===== src/hw/rtl/vic_pkg.sv =====
`timescale 1ns / 1ps

package vic_pkg;

   // Index selector codes; the unused code computes NDVI.
   localparam logic [1:0] KIND_NDVI = 2'd0;
   localparam logic [1:0] KIND_EVI  = 2'd1;
   localparam logic [1:0] KIND_SAVI = 2'd2;

   // Health bands, worst to best.
   localparam logic [2:0] BAND_BARE     = 3'd0;
   localparam logic [2:0] BAND_SPARSE   = 3'd1;
   localparam logic [2:0] BAND_MODERATE = 3'd2;
   localparam logic [2:0] BAND_DENSE    = 3'd3;
   localparam logic [2:0] BAND_LUSH     = 3'd4;

   localparam logic [7:0] COLOR_OFF  = 8'd0;
   localparam logic [7:0] COLOR_HALF = 8'd128;
   localparam logic [7:0] COLOR_FULL = 8'd255;

   localparam int REQ_DATA_WIDTH = 24;
   localparam int RSP_DATA_WIDTH = 32;

   typedef struct packed {
      logic [7:0] blue_level;
      logic [7:0] red_level;
      logic [7:0] nir_level;
   } pixel_type;

   // Index as an exact fraction num / den.
   typedef struct packed {
      logic signed [12:0] num;
      logic signed [12:0] den;
   } ratio_type;

   // Fraction with an unsigned denominator and the numerator already times four.
   typedef struct packed {
      logic signed [14:0] num4;
      logic [11:0]        den;
      logic               zero_den;
      logic               neg_num;
   } norm_type;

   typedef struct packed {
      logic [7:0] out_red;
      logic [7:0] out_green;
      logic [7:0] out_blue;
      logic [2:0] health_class;
   } result_type;

   function automatic logic [7:0] band_green(input logic [2:0] band);
      logic [7:0] color;
      case (band)
         BAND_BARE:     color = COLOR_OFF;
         BAND_SPARSE:   color = COLOR_HALF;
         BAND_MODERATE: color = COLOR_FULL;
         BAND_DENSE:    color = COLOR_FULL;
         BAND_LUSH:     color = COLOR_HALF;
         default:       color = COLOR_OFF;
      endcase
      return color;
   endfunction

   function automatic logic [7:0] band_red(input logic [2:0] band);
      logic [7:0] color;
      case (band)
         BAND_BARE:     color = COLOR_FULL;
         BAND_SPARSE:   color = COLOR_FULL;
         BAND_MODERATE: color = COLOR_FULL;
         BAND_DENSE:    color = COLOR_OFF;
         BAND_LUSH:     color = COLOR_OFF;
         default:       color = COLOR_OFF;
      endcase
      return color;
   endfunction

endpackage


===== src/hw/rtl/vic_ratio.sv =====
`timescale 1ns / 1ps

module vic_ratio
   import vic_pkg::*;
(
   input  logic       clock,
   input  logic       reset,
   input  logic [1:0] index_kind,
   input  logic       in_valid,
   output logic       in_ready,
   input  pixel_type  in_pixel,
   output logic       out_valid,
   input  logic       out_ready,
   output ratio_type  out_ratio
);

   logic               valid_ff;
   logic               valid_in;
   ratio_type          ratio_ff;
   ratio_type          ratio_in;
   logic signed [12:0] nir;
   logic signed [12:0] red;
   logic signed [12:0] blue;
   logic signed [12:0] diff;

   assign in_ready = !valid_ff || out_ready;
   assign valid_in = in_ready ? in_valid : valid_ff;

   always_comb begin
      nir  = $signed({5'b0, in_pixel.nir_level});
      red  = $signed({5'b0, in_pixel.red_level});
      blue = $signed({5'b0, in_pixel.blue_level});
      diff = nir - red;
      case (index_kind)
         KIND_EVI: begin
            // EVI is scaled by two so that every coefficient is an integer.
            ratio_in.num = 13'sd9 * diff;
            ratio_in.den = 13'sd2 * nir + 13'sd12 * red - 13'sd9 * blue + 13'sd2;
         end
         KIND_SAVI: begin
            ratio_in.num = 13'sd3 * diff;
            ratio_in.den = nir + red + 13'sd2;
         end
         default: begin
            ratio_in.num = diff;
            ratio_in.den = nir + red;
         end
      endcase
   end

   always_ff @(posedge clock) begin
      if (reset) begin
         valid_ff <= 1'b0;
      end else begin
         valid_ff <= valid_in;
      end
      if (in_ready && in_valid) begin
         ratio_ff <= ratio_in;
      end
   end

   assign out_valid = valid_ff;
   assign out_ratio = ratio_ff;

endmodule


===== src/hw/rtl/vic_norm.sv =====
`timescale 1ns / 1ps

module vic_norm
   import vic_pkg::*;
(
   input  logic      clock,
   input  logic      reset,
   input  logic      in_valid,
   output logic      in_ready,
   input  ratio_type in_ratio,
   output logic      out_valid,
   input  logic      out_ready,
   output norm_type  out_norm
);

   logic               valid_ff;
   logic               valid_in;
   norm_type           norm_ff;
   norm_type           norm_in;
   logic               flip;
   logic signed [12:0] num_abs;
   logic signed [12:0] den_abs;

   assign in_ready = !valid_ff || out_ready;
   assign valid_in = in_ready ? in_valid : valid_ff;

   always_comb begin
      // A negative denominator flips the signs of both terms.
      flip             = in_ratio.den < 13'sd0;
      num_abs          = flip ? -in_ratio.num : in_ratio.num;
      den_abs          = flip ? -in_ratio.den : in_ratio.den;
      norm_in.num4     = $signed({num_abs, 2'b00});
      norm_in.den      = den_abs[11:0];
      norm_in.zero_den = in_ratio.den == 13'sd0;
      norm_in.neg_num  = in_ratio.num < 13'sd0;
   end

   always_ff @(posedge clock) begin
      if (reset) begin
         valid_ff <= 1'b0;
      end else begin
         valid_ff <= valid_in;
      end
      if (in_ready && in_valid) begin
         norm_ff <= norm_in;
      end
   end

   assign out_valid = valid_ff;
   assign out_norm  = norm_ff;

endmodule


===== src/hw/rtl/vic_band.sv =====
`timescale 1ns / 1ps

module vic_band
   import vic_pkg::*;
(
   input  logic       clock,
   input  logic       reset,
   input  logic       in_valid,
   output logic       in_ready,
   input  norm_type   in_norm,
   output logic       out_valid,
   input  logic       out_ready,
   output result_type out_result
);

   logic               valid_ff;
   logic               valid_in;
   result_type         result_ff;
   result_type         result_in;
   logic signed [14:0] den1;
   logic signed [14:0] den2;
   logic signed [14:0] den3;
   logic [2:0]         band;

   assign in_ready = !valid_ff || out_ready;
   assign valid_in = in_ready ? in_valid : valid_ff;

   always_comb begin
      den1 = $signed({3'b000, in_norm.den});
      den2 = $signed({2'b00, in_norm.den, 1'b0});
      den3 = den1 + den2;
      // Each bound is inclusive from above: index <= k/4 is 4*num <= k*den.
      if (in_norm.zero_den) begin
         band = in_norm.neg_num ? BAND_BARE : BAND_LUSH;
      end else if (in_norm.num4 <= 15'sd0) begin
         band = BAND_BARE;
      end else if (in_norm.num4 <= den1) begin
         band = BAND_SPARSE;
      end else if (in_norm.num4 <= den2) begin
         band = BAND_MODERATE;
      end else if (in_norm.num4 <= den3) begin
         band = BAND_DENSE;
      end else begin
         band = BAND_LUSH;
      end
      result_in.health_class = band;
      result_in.out_blue     = COLOR_OFF;
      result_in.out_green    = band_green(band);
      result_in.out_red      = band_red(band);
   end

   always_ff @(posedge clock) begin
      if (reset) begin
         valid_ff <= 1'b0;
      end else begin
         valid_ff <= valid_in;
      end
      if (in_ready && in_valid) begin
         result_ff <= result_in;
      end
   end

   assign out_valid  = valid_ff;
   assign out_result = result_ff;

endmodule


===== src/hw/rtl/vegetation_index_classifier.sv =====
`timescale 1ns / 1ps

// Channel   Direction  Handshake            Payload
// req       in         req_tvalid/tready    nir_level, red_level, blue_level
// rsp       out        rsp_tvalid/tready    health_class, out_blue, out_green, out_red
// csr       in         csr_valid/csr_ready  index_kind
//
// One word per cycle in and out while rsp is not stalled; each pixel passes through
// the registered ratio, sign and band stages in that order before its result appears.
// Each stage takes a new word whenever it is empty or its successor takes its word,
// so bubbles close up and a stall on rsp holds every word in place.
// Reset empties the stages and sets index_kind to NDVI; csr is always ready.

module vegetation_index_classifier
   import vic_pkg::*;
(
   input  logic                      clock,
   input  logic                      reset,
   input  logic                      req_tvalid,
   output logic                      req_tready,
   // nir_level [7:0], red_level [15:8], blue_level [23:16]
   input  logic [REQ_DATA_WIDTH-1:0] req_tdata,
   output logic                      rsp_tvalid,
   input  logic                      rsp_tready,
   // health_class [2:0], out_blue [10:3], out_green [18:11], out_red [26:19], zero above
   output logic [RSP_DATA_WIDTH-1:0] rsp_tdata,
   input  logic                      csr_valid,
   output logic                      csr_ready,
   input  logic [1:0]                csr_data
);

   logic [1:0] index_kind_ff;
   logic [1:0] index_kind_in;
   logic       ratio_valid;
   logic       ratio_ready;
   ratio_type  ratio;
   logic       norm_valid;
   logic       norm_ready;
   norm_type   norm;
   result_type result;

   assign csr_ready     = 1'b1;
   assign index_kind_in = (csr_valid && csr_ready) ? csr_data : index_kind_ff;

   always_ff @(posedge clock) begin
      if (reset) begin
         index_kind_ff <= KIND_NDVI;
      end else begin
         index_kind_ff <= index_kind_in;
      end
   end

   vic_ratio u_ratio (
      .clock      (clock),
      .reset      (reset),
      .index_kind (index_kind_ff),
      .in_valid   (req_tvalid),
      .in_ready   (req_tready),
      .in_pixel   (pixel_type'(req_tdata)),
      .out_valid  (ratio_valid),
      .out_ready  (ratio_ready),
      .out_ratio  (ratio)
   );

   vic_norm u_norm (
      .clock     (clock),
      .reset     (reset),
      .in_valid  (ratio_valid),
      .in_ready  (ratio_ready),
      .in_ratio  (ratio),
      .out_valid (norm_valid),
      .out_ready (norm_ready),
      .out_norm  (norm)
   );

   vic_band u_band (
      .clock      (clock),
      .reset      (reset),
      .in_valid   (norm_valid),
      .in_ready   (norm_ready),
      .in_norm    (norm),
      .out_valid  (rsp_tvalid),
      .out_ready  (rsp_tready),
      .out_result (result)
   );

   assign rsp_tdata = {5'b00000, result};

endmodule


===== config.mk =====
export PLATFORM = sky130hd
export DESIGN_NAME = vegetation_index_classifier
export DESIGN_NICKNAME = d
export VERILOG_FILES = /design/src/hw/rtl/vic_pkg.sv /design/src/hw/rtl/vic_ratio.sv /design/src/hw/rtl/vic_norm.sv /design/src/hw/rtl/vic_band.sv /design/src/hw/rtl/vegetation_index_classifier.sv
export SDC_FILE = /design/constraint.sdc
export NUM_CORES = 1
export LEC_CHECK = 0
export ABC_AREA = 0
export BUFFER_PORTS_ARGS = -buffer_cell sky130_fd_sc_hd__clkbuf_2
export CELL_PAD_IN_SITES_DETAIL_PLACEMENT = 0
export CELL_PAD_IN_SITES_GLOBAL_PLACEMENT = 1
export CORE_MARGIN = 2
export CORE_UTILIZATION = 52
export CTS_CLUSTER_DIAMETER = 100
export DETAILED_ROUTE_END_ITERATION = 10
export PLACE_DENSITY_LB_ADDON = 0.1
export SETUP_SLACK_MARGIN = 0.05
export SYNTH_ARGS = -nofsm -noshare
export SYNTH_HDL_FRONTEND = slang
export SYNTH_HIERARCHICAL = 1
export SYNTH_SLANG_ARGS = --single-unit

===== constraint.sdc =====
create_clock -name clock -period 10.7 [get_ports clock]
set_input_delay 0 -clock clock [delete_from_list [all_inputs] [get_ports clock]]
set_output_delay 0 -clock clock [all_outputs]
set_load 0.01 [all_outputs]

==> results of run 1 <==
worst register-to-register path: cells and delay by family (launching register included):
kind / cells / cell delay (ns)
simple gates: 5 / 0.88
flops: 1 / 0.40
fa+ha+maj: 3 / 0.92
buf+inv: 1 / 0.06
compound gates: 7 / 1.32
power groups by stage:
stage          sequential, mW  combinational (mW)  clock, mW
3_3_place_gp            0.342               0.613          0
3_5_place_dp            0.343               0.627          0
6_report                0.338               0.639      0.272
5_1_grt                 0.341               0.720      0.289
2_1_floorplan           0.332               0.505          0
4_1_cts                 0.338               0.634      0.278
cell usage in the layout, fill, tap and decap left out, types with 16 or more instances in the layout:
cell type    n
a21oi_1     53
nor3_1      16
xnor2_1     59
clkbuf_2    51
nand3_1     17
nand2_1     34
ha_1       129
inv_1       81
nand2b_1    16
nor2_1      38
conb_1      16
edfxtp_1    59
o21ai_0     39
path summary, 6_finish.rpt:
| kind | depth (start not counted) | slack, ns | endpoint | start |
|---|---|---|---|---|
| setup / recovery | 15 | 6.80 | u_ratio/out_ratio[21]$_DFFE_PP_ | req_tdata[0] |
| hold / removal | 4 | 0.12 | u_norm/out_valid$_SDFFE_PP0N_ | rsp_tready |
| setup reg to reg | 16 | 6.87 | u_band/out_result[0]$_DFFE_PP_ | u_norm/out_norm[3]$_DFFE_PP_ |
| hold reg to reg | 2 | 0.45 | u_norm/out_valid$_SDFFE_PP0N_ | u_ratio/out_valid$_SDFFE_PP0N_ |
logic make-up (layout without fill, tap and decap cells):
logic type,after synthesis,after routing,share of synthesized area (%)
buf+inv,125,156,7.995
mux,10,10,1.365
other cells,4,16,0.1973
xor+xnor,74,74,8.521
fa+ha+maj,144,144,25.17
compound gates,205,205,18.64
flops,64,64,24.61
simple gates,189,189,13.51
state kept, by name (all words and copies together) (netlist names):
signal / flops
u_ratio/out_valid: 1
u_norm/out_norm: 27
u_norm/out_valid: 1
index_kind_ff: 2
u_ratio/out_ratio: 26
u_band/out_result: 6
u_band/out_valid: 1
per-layer routing:
metal  vias up  GRT usage, %  wire [um]
li1       3022             -          -
met1      2764         26.36       7352
met2       125         40.08       8523
met3        26         1.797        430
met4         0         7.451        397
met5         -             0          0
cell usage after synthesis (all sizes together), types with 5 or more instances:
library cell | n | share of area (%)
nand4 | 6 | 0.49
o21ai | 43 | 2.9
nor2 | 38 | 1.9
o22ai | 5 | 0.41
nand3 | 17 | 1.1
clkbuf | 8 | 0.39
inv | 81 | 4.0
a221oi | 8 | 1.0
or2 | 5 | 0.41
nor4 | 7 | 0.58
and2 | 5 | 0.41
o211ai | 7 | 0.69
nand2 | 35 | 1.8
a31oi | 7 | 0.77
mux2i | 7 | 0.92
a21o | 14 | 1.4
a21oi | 54 | 3.6
o221ai | 5 | 0.58
edfxtp | 59 | 23
buf | 36 | 3.6
or3 | 11 | 1.0
or4 | 5 | 0.59
nor3 | 18 | 1.3
fa | 15 | 3.9
xor2 | 15 | 1.7
o31ai | 10 | 1.1
nand2b | 16 | 1.3
dfxtp | 5 | 1.3
a211oi | 12 | 1.3
nor2b | 12 | 1.0
xnor2 | 59 | 6.8
a21boi | 5 | 0.49
o41ai | 10 | 1.6
ha | 129 | 21
layout make-up:
cell class	count	area [sq um]	area share, %
Tap cell	184	230.2	2.808
Clock buffer	9	225.2	2.747
Sequential cell	64	1872	22.83
Clock inverter	7	62.56	0.7631
Inverter	81	304.0	3.709
Multi-Input combinational cell	638	5171	63.08
Timing Repair Buffer	59	332.8	4.060
repair_timing:
action / in CTS / in global routing
endpoints found under the hold margin: 5 / 0
resized for setup: 0 / 0
hold buffers: 7 / 0
==> results by group, run 1 <==
Worst setup path
  – Type of the worst setup path: input pin to flip-flop
  – CP Launch Type: input pin
  – Worst path max stage delay: 0.75 ns
  – CP arrival: 3.99 ns
  – Worst Path Max Fanout: 10
  – Cell repeated most along the worst path: ha_1
  – Crit path max-delay family: compound AO/OA/AOI/OAI gates
  – Critical Path End Type: flip-flop
  – Critical-path cell list: clkbuf_2 > inv_1 > ha_1 > inv_1 > fa_1 > a211oi_1 > o21ai_0 > a31oi_1 > ha_1 > ha_1 > o21a_1 > o31a_1 > o31ai_1 > a211oi_1 > nor4_1
  – Critical-path top delay cell: a31oi_1
  – CP Buf/Inv Count: 3
  – Critical Path RT: 10.80 ns

Cells and area
  – Final Util: 56.84%
  – Share of layout cells above drive strength 1: 10.84%
  – Non-filler cells, final: 1042
  – P&R area growth vs syn: 7.781%
  – Fill count: 1309
  – Ant diodes: 0
  – Nets: 1028
  – Post-route cell area: 8198 sq um

Die
  – Die width: 124.9 um
  – Std cell rows: 44
  – I/O pin count: 66
  – Starting Density: 52.73%
  – Die ar.: 15610 sq um
  – Core Region: 14420 sq um
  – Die Y: 124.9 um

Place
  – Setup slack at placement: 6.499 ns
  – IO buf count: 51
  – Cells after DPL: 1019
  – Dpl hpwl: 14030 um
  – Placer Congestion: 0.8928
  – Placed cell area: 7840 sq um

Global route
  – Largest net degree at the start of global routing: 28
  – Initial antenna violation count: 0
  – GRT Util Overall: 21.60%
  – GR Overflow Total: 0
  – Vias in the first global route: 5896
  – First-pass GRT wire length: 27930 um

Route
  – DR iter-0 viols: 362
  – Vias per cell: 5.698
  – First-pass detailed-route iteration total: 5
  – Final Routed Wirelength: 16700 um
  – DRC: 0
  – Via count: 5937
  – Antenna viol nets, final: 0
  – Wirelength per Cell: 16.03 um

Clock network
  – Setup Buffers After CTS: 0
  – Clk slew on worst S/H paths: 0.05 ns
  – H-tree depth: 3
  – Cts bufs inserted: 9
  – Clock Tree Buf Depth: 2
  – Worst skew pair latency: 0.32 ns
  – CTS tree: yes
  – Clk sinks: 64
  – Root buffer cell: clkbuf_16

Logic synthesis
  – Yosys reg bits: 64
  – Number of distinct library cells after synthesis: 77
  – Asr flop ratio synth: 0%
  – Synth Flop Type: edfxtp_1
  – Synth warn: 6
  – EDFF count, synth: 59
  – Share of the yosys chip area belonging to registers: 24.61%
  – Mean area per synthesized cell: 9.333 sq um
  – Cell Area, Synth: 7606 sq um
  – Cells after Synth: 815

Power
  – Sw power: 481.3 uW
  – Clock share of power: 21.8%
  – Sw Ratio: 38.53%
  – Total power: 1.249 mW
  – Comb pwr share: 51.1%
  – VDD IR max: 77.45 uV
  – Internal Power: 767.7 uW
  – PwrDens: 152.4 nW/um^2
  – Flop pwr share: 27.1%
  – Leak: 3.509 nW

Job
  – Max cap viols: 0

STA
  – Final Skew: 0.007248 ns
  – Final setup violation count: 0
  – Worst slew margin: 25.88%
  – Worst hold slack: 0.1227 ns
  – Final Slew Violations: 0
  – Final hold viol count: 0
  – RSZ-0062 raised after global routing: false
  – Worst Tran Pin Value: 1.112 ns
  – Setup_tns: 0 ns
  – Period utilization: 36.40%
  – Final WS setup: 6.805 ns
  – Top achievable clock speed: 256.7 MHz
  – Clock period minus worst slack: 3.895 ns

Outcome
  – Status: complete, no violations

Worst hold path
  – Hold Crit Class: input pin to flip-flop
Power figures use the tool's default switching activity.
==> inputs of run 2 (changes only) <==
ABC_AREA = 1   (was 0)
CORE_UTILIZATION = 46   (was 52)
clock period = 3.92 ns   (was 10.7 ns; I/O delays follow)
==> results by group, run 2 <==
STA
  – Clock period minus worst slack: 3.183 ns
  – Final Skew: 0.006493 ns (was 0.007248 ns)
  – Period utilization: 81.19%
  – Setup_tns: 0 ns (unchanged)
  – Final hold viol count: 0 (unchanged)
  – RSZ-0062 raised after global routing: false (unchanged)
  – Worst Tran Pin Value: 0.9450 ns (was 1.112 ns)
  – Final Slew Violations: 0 (unchanged)
  – Worst slew margin: 37.00% (was 25.88%)
  – Final WS setup: 0.7373 ns (was 6.805 ns)
  – Top achievable clock speed: 314.2 MHz
  – Final setup violation count: 0 (unchanged)

Place
  – Cells after DPL: 1326 (was 1019)
  – Placer Congestion: 0.8760 (was 0.8928)
  – IO buf count: 51 (unchanged)
  – Setup slack at placement: 0.4326 ns (was 6.499 ns)
  – Dpl hpwl: 15430 um (was 14030 um)

Worst setup path
  – Critical Path End Type: flip-flop (unchanged)
  – Critical-path top delay cell: fa_1 (was a31oi_1)
  – Worst Path Max Fanout: 3 (was 10)
  – Critical-path cell list: ha_1 > inv_1 > fa_1 > o21ai_1 > nand2_1 > o211ai_1 > a21oi_1 > xor2_1 > ha_1 > nand4_1 > nor2_1 > nand4_1 > nand3_1 > nand2_1 > nor3_1 > nor2_2 (was clkbuf_2 > inv_1 > ha_1 > inv_1 > fa_1 > a211oi_1 > o21ai_0 > a31oi_1 > ha_1 > ha_1 > o21a_1 > o31a_1 > o31ai_1 > a211oi_1 > nor4_1)
  – Type of the worst setup path: flip-flop to flip-flop (was input pin to flip-flop)
  – CP Buf/Inv Count: 1 (was 3)
  – Worst path max stage delay: 0.39 ns (was 0.75 ns)
  – Critical Path RT: 4.00 ns (was 10.80 ns)
  – CP arrival: 3.26 ns (was 3.99 ns)
  – CP Launch Type: flip-flop (was input pin)
  – Crit path max-delay family: simple AND/OR/NAND/NOR gates (was compound AO/OA/AOI/OAI gates)

Global route
  – Largest net degree at the start of global routing: 28 (unchanged)
  – GR Overflow Total: 0 (unchanged)
  – First-pass GRT wire length: 29890 um (was 27930 um)
  – Initial antenna violation count: 0 (unchanged)
  – Vias in the first global route: 6409 (was 5896)
  – GRT Util Overall: 20.32% (was 21.60%)

Die
  – Std cell rows: 48 (was 44)
  – Die ar.: 18440 sq um (was 15610 sq um)
  – Die Y: 135.8 um (was 124.9 um)
  – Core Region: 17120 sq um (was 14420 sq um)
  – Die width: 135.8 um (was 124.9 um)
  – Starting Density: 46.69% (was 52.73%)
  – I/O pin count: 66 (unchanged)

Power
  – Leak: 4.389 nW (was 3.509 nW)
  – PwrDens: 385.9 nW/um^2 (was 152.4 nW/um^2)
  – Total power: 3.345 mW (was 1.249 mW)
  – VDD IR max: 193.4 uV (was 77.45 uV)

Logic synthesis
  – Synth Flop Type: edfxtp_1 (unchanged)
  – Share of the yosys chip area belonging to registers: 23.42% (was 24.61%)
  – Top post-synthesis cells by area: edfxtp_1 22%, ha_1 20%, nand2_1 11%, inv_1 7.5%, a21oi_1 4.4% (was edfxtp_1 23%, ha_1 21%, xnor2_1 6.8%, inv_1 4.0%, fa_1 3.9%)
  – Synth warn: 6 (unchanged)
  – EDFF count, synth: 59 (unchanged)
  – Most numerous cell in the Yosys netlist: nand2_1 (was ha_1)
  – Number of distinct library cells after synthesis: 48 (was 77)
  – Yosys reg bits: 64 (unchanged)
  – Cell Area, Synth: 7991 sq um (was 7606 sq um)
  – Mean area per synthesized cell: 7.441 sq um (was 9.333 sq um)
  – Cells after Synth: 1074 (was 815)
  – Asr flop ratio synth: 0% (unchanged)
  – Synth top area share: 22.17% (was 23.29%)
  – Synth area leader: edfxtp_1 (unchanged)
  – Top cells by count, synth: 244 x nand2_1, 159 x inv_1, 129 x ha_1 (was 129 x ha_1, 81 x inv_1, 59 x edfxtp_1, 59 x xnor2_1, 53 x a21oi_1)

Clock network
  – Root buffer cell: clkbuf_16 (unchanged)
  – H-tree depth: 3 (unchanged)
  – Clk slew on worst S/H paths: 0.05 ns (about the same)
  – Clock Tree Buf Depth: 2 (unchanged)
  – Cts bufs inserted: 9 (unchanged)
  – Clk sinks: 64 (unchanged)
  – CTS tree: yes (unchanged)
  – Worst skew pair latency: 0.33 ns (was 0.32 ns)

Route
  – Wirelength per Cell: 13.24 um (was 16.03 um)
  – DRC: 0 (unchanged)
  – DR iter-0 viols: 425 (was 362)
  – Via count: 6655 (was 5937)
  – First-pass detailed-route iteration total: 5 (unchanged)
  – Final Routed Wirelength: 17850 um (was 16700 um)
  – Vias per cell: 4.937 (was 5.698)
  – Antenna viol nets, final: 0 (unchanged)

Cells and area
  – Share of layout cells above drive strength 1: 11.93% (was 10.84%)
  – Commonest non-fill, non-tap cell in the layout: nand2_1 (was ha_1)
  – Number of flip-flops under the largest register name: 27 (unchanged)
  – Ant diodes: 0 (unchanged)
  – Most frequent cells in the layout: 244 x nand2_1, 159 x inv_1, 129 x ha_1 (was 129 x ha_1, 81 x inv_1, 59 x xnor2_1, 59 x edfxtp_1, 53 x a21oi_1)
  – Non-filler cells, final: 1348 (was 1042)
  – Fill count: 1744 (was 1309)
  – Nets: 1293 (was 1028)
  – Final Util: 50.65% (was 56.84%)
  – P&R area growth vs syn: 8.486% (was 7.781%)

Job
  – Max cap viols: 0 (unchanged)

Worst hold path
  – Hold Crit Class: input pin to flip-flop (unchanged)

Outcome
  – Status: complete, no violations (unchanged)
[run 2: cell types whose count changed after synthesis, sizes merged, moves of 11 or more]
cell    before  now
a21oi       54   79
nor2        38   97
nand2       35  261
inv         81  169
xnor2       59   13
or3         11    0
a211oi      12    1
nor3        18    7
nor2b       12    0
nand3       17   73
nand2b      16    0
[run 2: layout make-up]
cell class / instances / area [sq um] / area share (%)
Clock inverter: 5 / 57.56 / 0.6639
Timing Repair Buffer: 59 / 330.3 / 3.810
Clock buffer: 11 / 232.7 / 2.684
Multi-Input combinational cell: 815 / 5259 / 60.66
Sequential cell: 64 / 1872 / 21.59
Tap cell: 225 / 281.5 / 3.247
Inverter: 169 / 636.9 / 7.346
[run 2: worst min-delay path: stages]
cell and delay, ns:
clkbuf_2 0.11, inv_1 0.08, o22ai_1 0.14
[run 2: power breakdown]
part	leakage, nW	switching (mW)	internal (mW)
logic	3.64	1.04	0.632
registers	0.613	0.0745	0.846
clock network	0.133	0.268	0.490
[run 2: metal layers]
layer | vias to the layer above | share of wire, % | global-route usage (%) | wire [um]
met5 | - | 0 | 0 | 0
li1 | 3584 | - | - | -
met1 | 2916 | 46 | 25.44 | 8166
met2 | 126 | 49 | 36.31 | 8659
met4 | 0 | 2.9 | 7.234 | 518
met3 | 29 | 2.8 | 2.020 | 507
[run 2: stage by stage]
| stage | hold slack (ns) | cell area (sq um) |
|---|---|---|
| after floorplan | 0.06907 | 8036 |
| after CTS | 0.1471 | 8670 |
| after global placement | 0.2217 | 8319 |
| final | 0.1396 | 8670 |
| after global routing | 0.1753 | 8670 |
| after detailed placement | 0.2257 | 8319 |
[run 2: worst paths after layout]
| path | startpoint | to | slack, ns | cells after the start |
|---|---|---|---|---|
| worst min-delay path | req_tdata[16] | u_ratio/out_ratio[0]$_DFFE_PP_ | 0.14 | 3 |
| worst max-delay path | u_norm/out_norm[2]$_DFFE_PP_ | u_band/out_result[25]$_DFFE_PP_ | 0.74 | 16 |
| worst max register to register | u_norm/out_norm[2]$_DFFE_PP_ | u_band/out_result[25]$_DFFE_PP_ | 0.74 | 16 |
| worst min register to register | u_ratio/out_ratio[13]$_DFFE_PP_ | u_norm/out_norm[16]$_DFFE_PP_ | 0.47 | 0 |
[run 2: logic make-up after synthesis]
logic type	share of synthesized area [%]
xor gates and xnor gates	4.039
AOI/OAI and AO/OA	11.41
and+or+nand+nor	25.55
DFF	23.42
other	0.1878
adders and majority gates	23.95
buffers and inverters	11.43
[run 2: what timing repair did]
item                                   CTS  global route
setup buffers                            0             0
resized for setup                        0             0
hold buffers                             6             0
endpoints found under the hold margin    5             0
==> inputs of run 3 (changes only) <==
clock period = 3 ns   (was 3.92 ns; I/O delays follow)
==> results by group, run 3 (same netlist as run 2, synthesis figures left out) <==
Route
  – Via count: 7176 (was 6655)
  – Antenna viol nets, final: 0 (unchanged)
  – DR iter-0 viols: 286 (was 425)
  – Vias per cell: 4.842 (was 4.937)
  – First-pass detailed-route iteration total: 6 (was 5)
  – Final Routed Wirelength: 19300 um (was 17850 um)
  – Wirelength per Cell: 13.02 um (was 13.24 um)
  – DRC: 0 (unchanged)

Outcome
  – Failing checks: setup timing
  – Status: finished, violations left (was complete, no violations)

Clock network
  – Clock Tree Buf Depth: 2 (unchanged)
  – CTS tree: yes (unchanged)
  – Clk slew on worst S/H paths: 0.05 ns (about the same)
  – H-tree depth: 3 (unchanged)
  – Worst skew pair latency: 0.32 ns (was 0.33 ns)
  – Clk sinks: 64 (unchanged)
  – Root buffer cell: clkbuf_16 (unchanged)
  – Cts bufs inserted: 9 (unchanged)

Place
  – Dpl hpwl: 16290 um (was 15430 um)
  – Placed cell area: 9238 sq um (was 8319 sq um)
  – IO buf count: 51 (unchanged)
  – Cells after DPL: 1447 (was 1326)
  – Setup slack at placement: -0.2070 ns (was 0.4326 ns)
  – Placer Congestion: 0.9319 (was 0.8760)

Worst setup path
  – CP Launch Type: flip-flop (unchanged)
  – Critical-path top delay cell: edfxtp_1 (was fa_1)
  – Type of the worst setup path: flip-flop to flip-flop (unchanged)
  – Worst path max stage delay: 0.43 ns (was 0.39 ns)
  – Critical-path cell list: ha_1 > inv_1 > nor2_1 > a221oi_1 > nand3_1 > xor2_1 > ha_1 > nand4_1 > nor2_2 > nand2_1 > nand2_2 > nand3_4 > nand2_4 > nand2_1 > nand2_2 > nand3_1 (was ha_1 > inv_1 > fa_1 > o21ai_1 > nand2_1 > o211ai_1 > a21oi_1 > xor2_1 > ha_1 > nand4_1 > nor2_1 > nand4_1 > nand3_1 > nand2_1 > nor3_1 > nor2_2)
  – Reg-to-reg critical path startpoint: u_norm/out_norm[11]$_DFFE_PP_ (was u_norm/out_norm[2]$_DFFE_PP_)
  – Critical Path RT: 3.07 ns (was 4.00 ns)
  – CP Buf/Inv Count: 1 (unchanged)
  – Worst Path Max Fanout: 3 (unchanged)
  – R2r worst-path depth: 16 (unchanged)
  – Setup crit start: u_norm/out_norm[11]$_DFFE_PP_ (was u_norm/out_norm[2]$_DFFE_PP_)
  – R2R setup slack: -0.01 ns (was 0.74 ns)
  – Critical Path End Type: flip-flop (unchanged)
  – CP arrival: 3.08 ns (was 3.26 ns)
  – Critical R2R Capture: u_band/out_result[18]$_DFFE_PP_ (was u_band/out_result[25]$_DFFE_PP_)
  – Crit path max-delay family: simple AND/OR/NAND/NOR gates (unchanged)

STA
  – Final WS setup: -0.01482 ns (was 0.7373 ns)
  – Worst Tran Pin Value: 0.7956 ns (was 0.9450 ns)
  – Final Slew Violations: 0 (unchanged)
  – Setup_tns: -0.01510 ns (was 0 ns)
  – Worst slew margin: 46.96% (was 37.00%)
  – Final Skew: 0.007372 ns (was 0.006493 ns)
  – RSZ-0062 raised after global routing: true (was false)
  – Worst hold slack: 0.2111 ns (was 0.1396 ns)
  – Clock period minus worst slack: 3.015 ns (was 3.183 ns)
  – Final hold viol count: 0 (unchanged)
  – Period utilization: 100.5% (was 81.19%)
  – Top achievable clock speed: 331.7 MHz (was 314.2 MHz)
  – Final setup violation count: 2 (was 0)

Global route
  – First-pass GRT wire length: 32040 um (was 29890 um)
  – Largest net degree at the start of global routing: 28 (unchanged)
  – GRT Util Overall: 21.72% (was 20.32%)
  – GR Overflow Total: 0 (unchanged)
  – Initial antenna violation count: 0 (unchanged)
  – Vias in the first global route: 7046 (was 6409)

Cells and area
  – P&R area growth vs syn: 24.97% (was 8.486%)
  – Ant diodes: 0 (unchanged)
  – Most frequent cells in the layout: 236 x nand2_1, 153 x inv_1, 133 x buf_4 (was 244 x nand2_1, 159 x inv_1, 129 x ha_1)
  – Share of layout cells above drive strength 1: 26.17% (was 11.93%)
  – Fill count: 1678 (was 1744)
  – Area of the multi-input gates: 5577 sq um (was 5259 sq um)
  – Post-route cell area: 9987 sq um (was 8670 sq um)
  – Reg area: 1872 sq um (unchanged)
  – Nets: 1427 (was 1293)
  – Number of flip-flops under the largest register name: 27 (unchanged)
  – Final Util: 58.35% (was 50.65%)
  – Non-filler cells, final: 1482 (was 1348)
  – Commonest non-fill, non-tap cell in the layout: nand2_1 (unchanged)

Worst hold path
  – Worst Hold Path EP: u_ratio/out_ratio[0]$_DFFE_PP_ (unchanged)
  – Hold Crit Class: input pin to flip-flop (unchanged)
  – Hold path depth: 4 (was 3)
  – Min-Delay Startpoint: req_tdata[0] (was req_tdata[16])

Job
  – Max cap viols: 0 (unchanged)

Die
  – I/O pin count: 66 (unchanged)
  – Starting Density: 46.69% (unchanged)
  – Die ar.: 18440 sq um (unchanged)
  – Die width: 135.8 um (unchanged)
  – Die Y: 135.8 um (unchanged)
  – Std cell rows: 48 (unchanged)
  – Core Region: 17120 sq um (unchanged)

Power
  – VDD IR max: 278.4 uV (was 193.4 uV)
  – Leak: 5.061 nW (was 4.389 nW)
  – PwrDens: 495.2 nW/um^2 (was 385.9 nW/um^2)
  – Total power: 4.946 mW (was 3.345 mW)
-- run 3: cell types whose count changed in the layout (fill, tap and decap cells not counted), moves of 5 or more --
cell / previous run / this run
a21oi_2: 10 / 24
inv_1: 159 / 153
o21ai_0: 33 / 26
nand2_2: 15 / 22
buf_4: 2 / 133
ha_4: 0 / 10
a21oi_1: 69 / 54
nand2_1: 244 / 236
inv_2: 9 / 14
ha_1: 129 / 116
-- run 3: layout make-up --
cell class                 instances  area share, %
clock buffer                       9          2.255
tap                              225          2.819
clock inverter                     7         0.3884
sequential                        64          18.74
multi-input combinational        815          55.84
inverter                         169          6.402
timing repair buffer             193          13.56
-- run 3: tightest hold or removal path, stage by stage --
cell	delay (ns)
buf_6	0.10
inv_4	0.05
ha_4	0.13
o22ai_1	0.08
-- run 3: repair_timing --
item | CTS | global route
hold endpoints to repair | 5 | 0
endpoints found under the setup margin | 6 | 16
gates resized for setup | 22 | 55
buffers inserted | 4 | 7
cloned | 0 | 0
hold buffers | 8 | 0
pin swaps | 10 | 35
-- run 3: per-layer routing --
metal,vias to the layer above,wire length (um),track usage [%]
met5,-,0,0
met4,0,689,9.491
met3,40,429,1.945
met2,119,9548,39.42
met1,3163,8636,26.08
li1,3854,-,-
-- run 3: worst max path at each step --
stage	end	slack (ns)	depth (start not counted)
6_report	u_band/out_result[18]$_DFFE_PP_	-0.01	16
4_1_cts	u_band/out_result[18]$_DFFE_PP_	0.05	19
3_3_place_gp	u_ratio/out_ratio[7]$_DFFE_PP_	-0.14	15
5_1_grt	u_band/out_result[18]$_DFFE_PP_	-0.21	19
2_1_floorplan	u_ratio/out_ratio[23]$_DFFE_PP_	0.05	20
3_5_place_dp	u_ratio/out_ratio[23]$_DFFE_PP_	-0.21	25
-- run 3: where the power goes --
group	internal (mW)	switching [mW]	total, mW
sequential	1.11	0.0995	1.21
combinational	1.29	1.54	2.83
clock	0.548	0.357	0.905
total	2.94	2.00	4.95
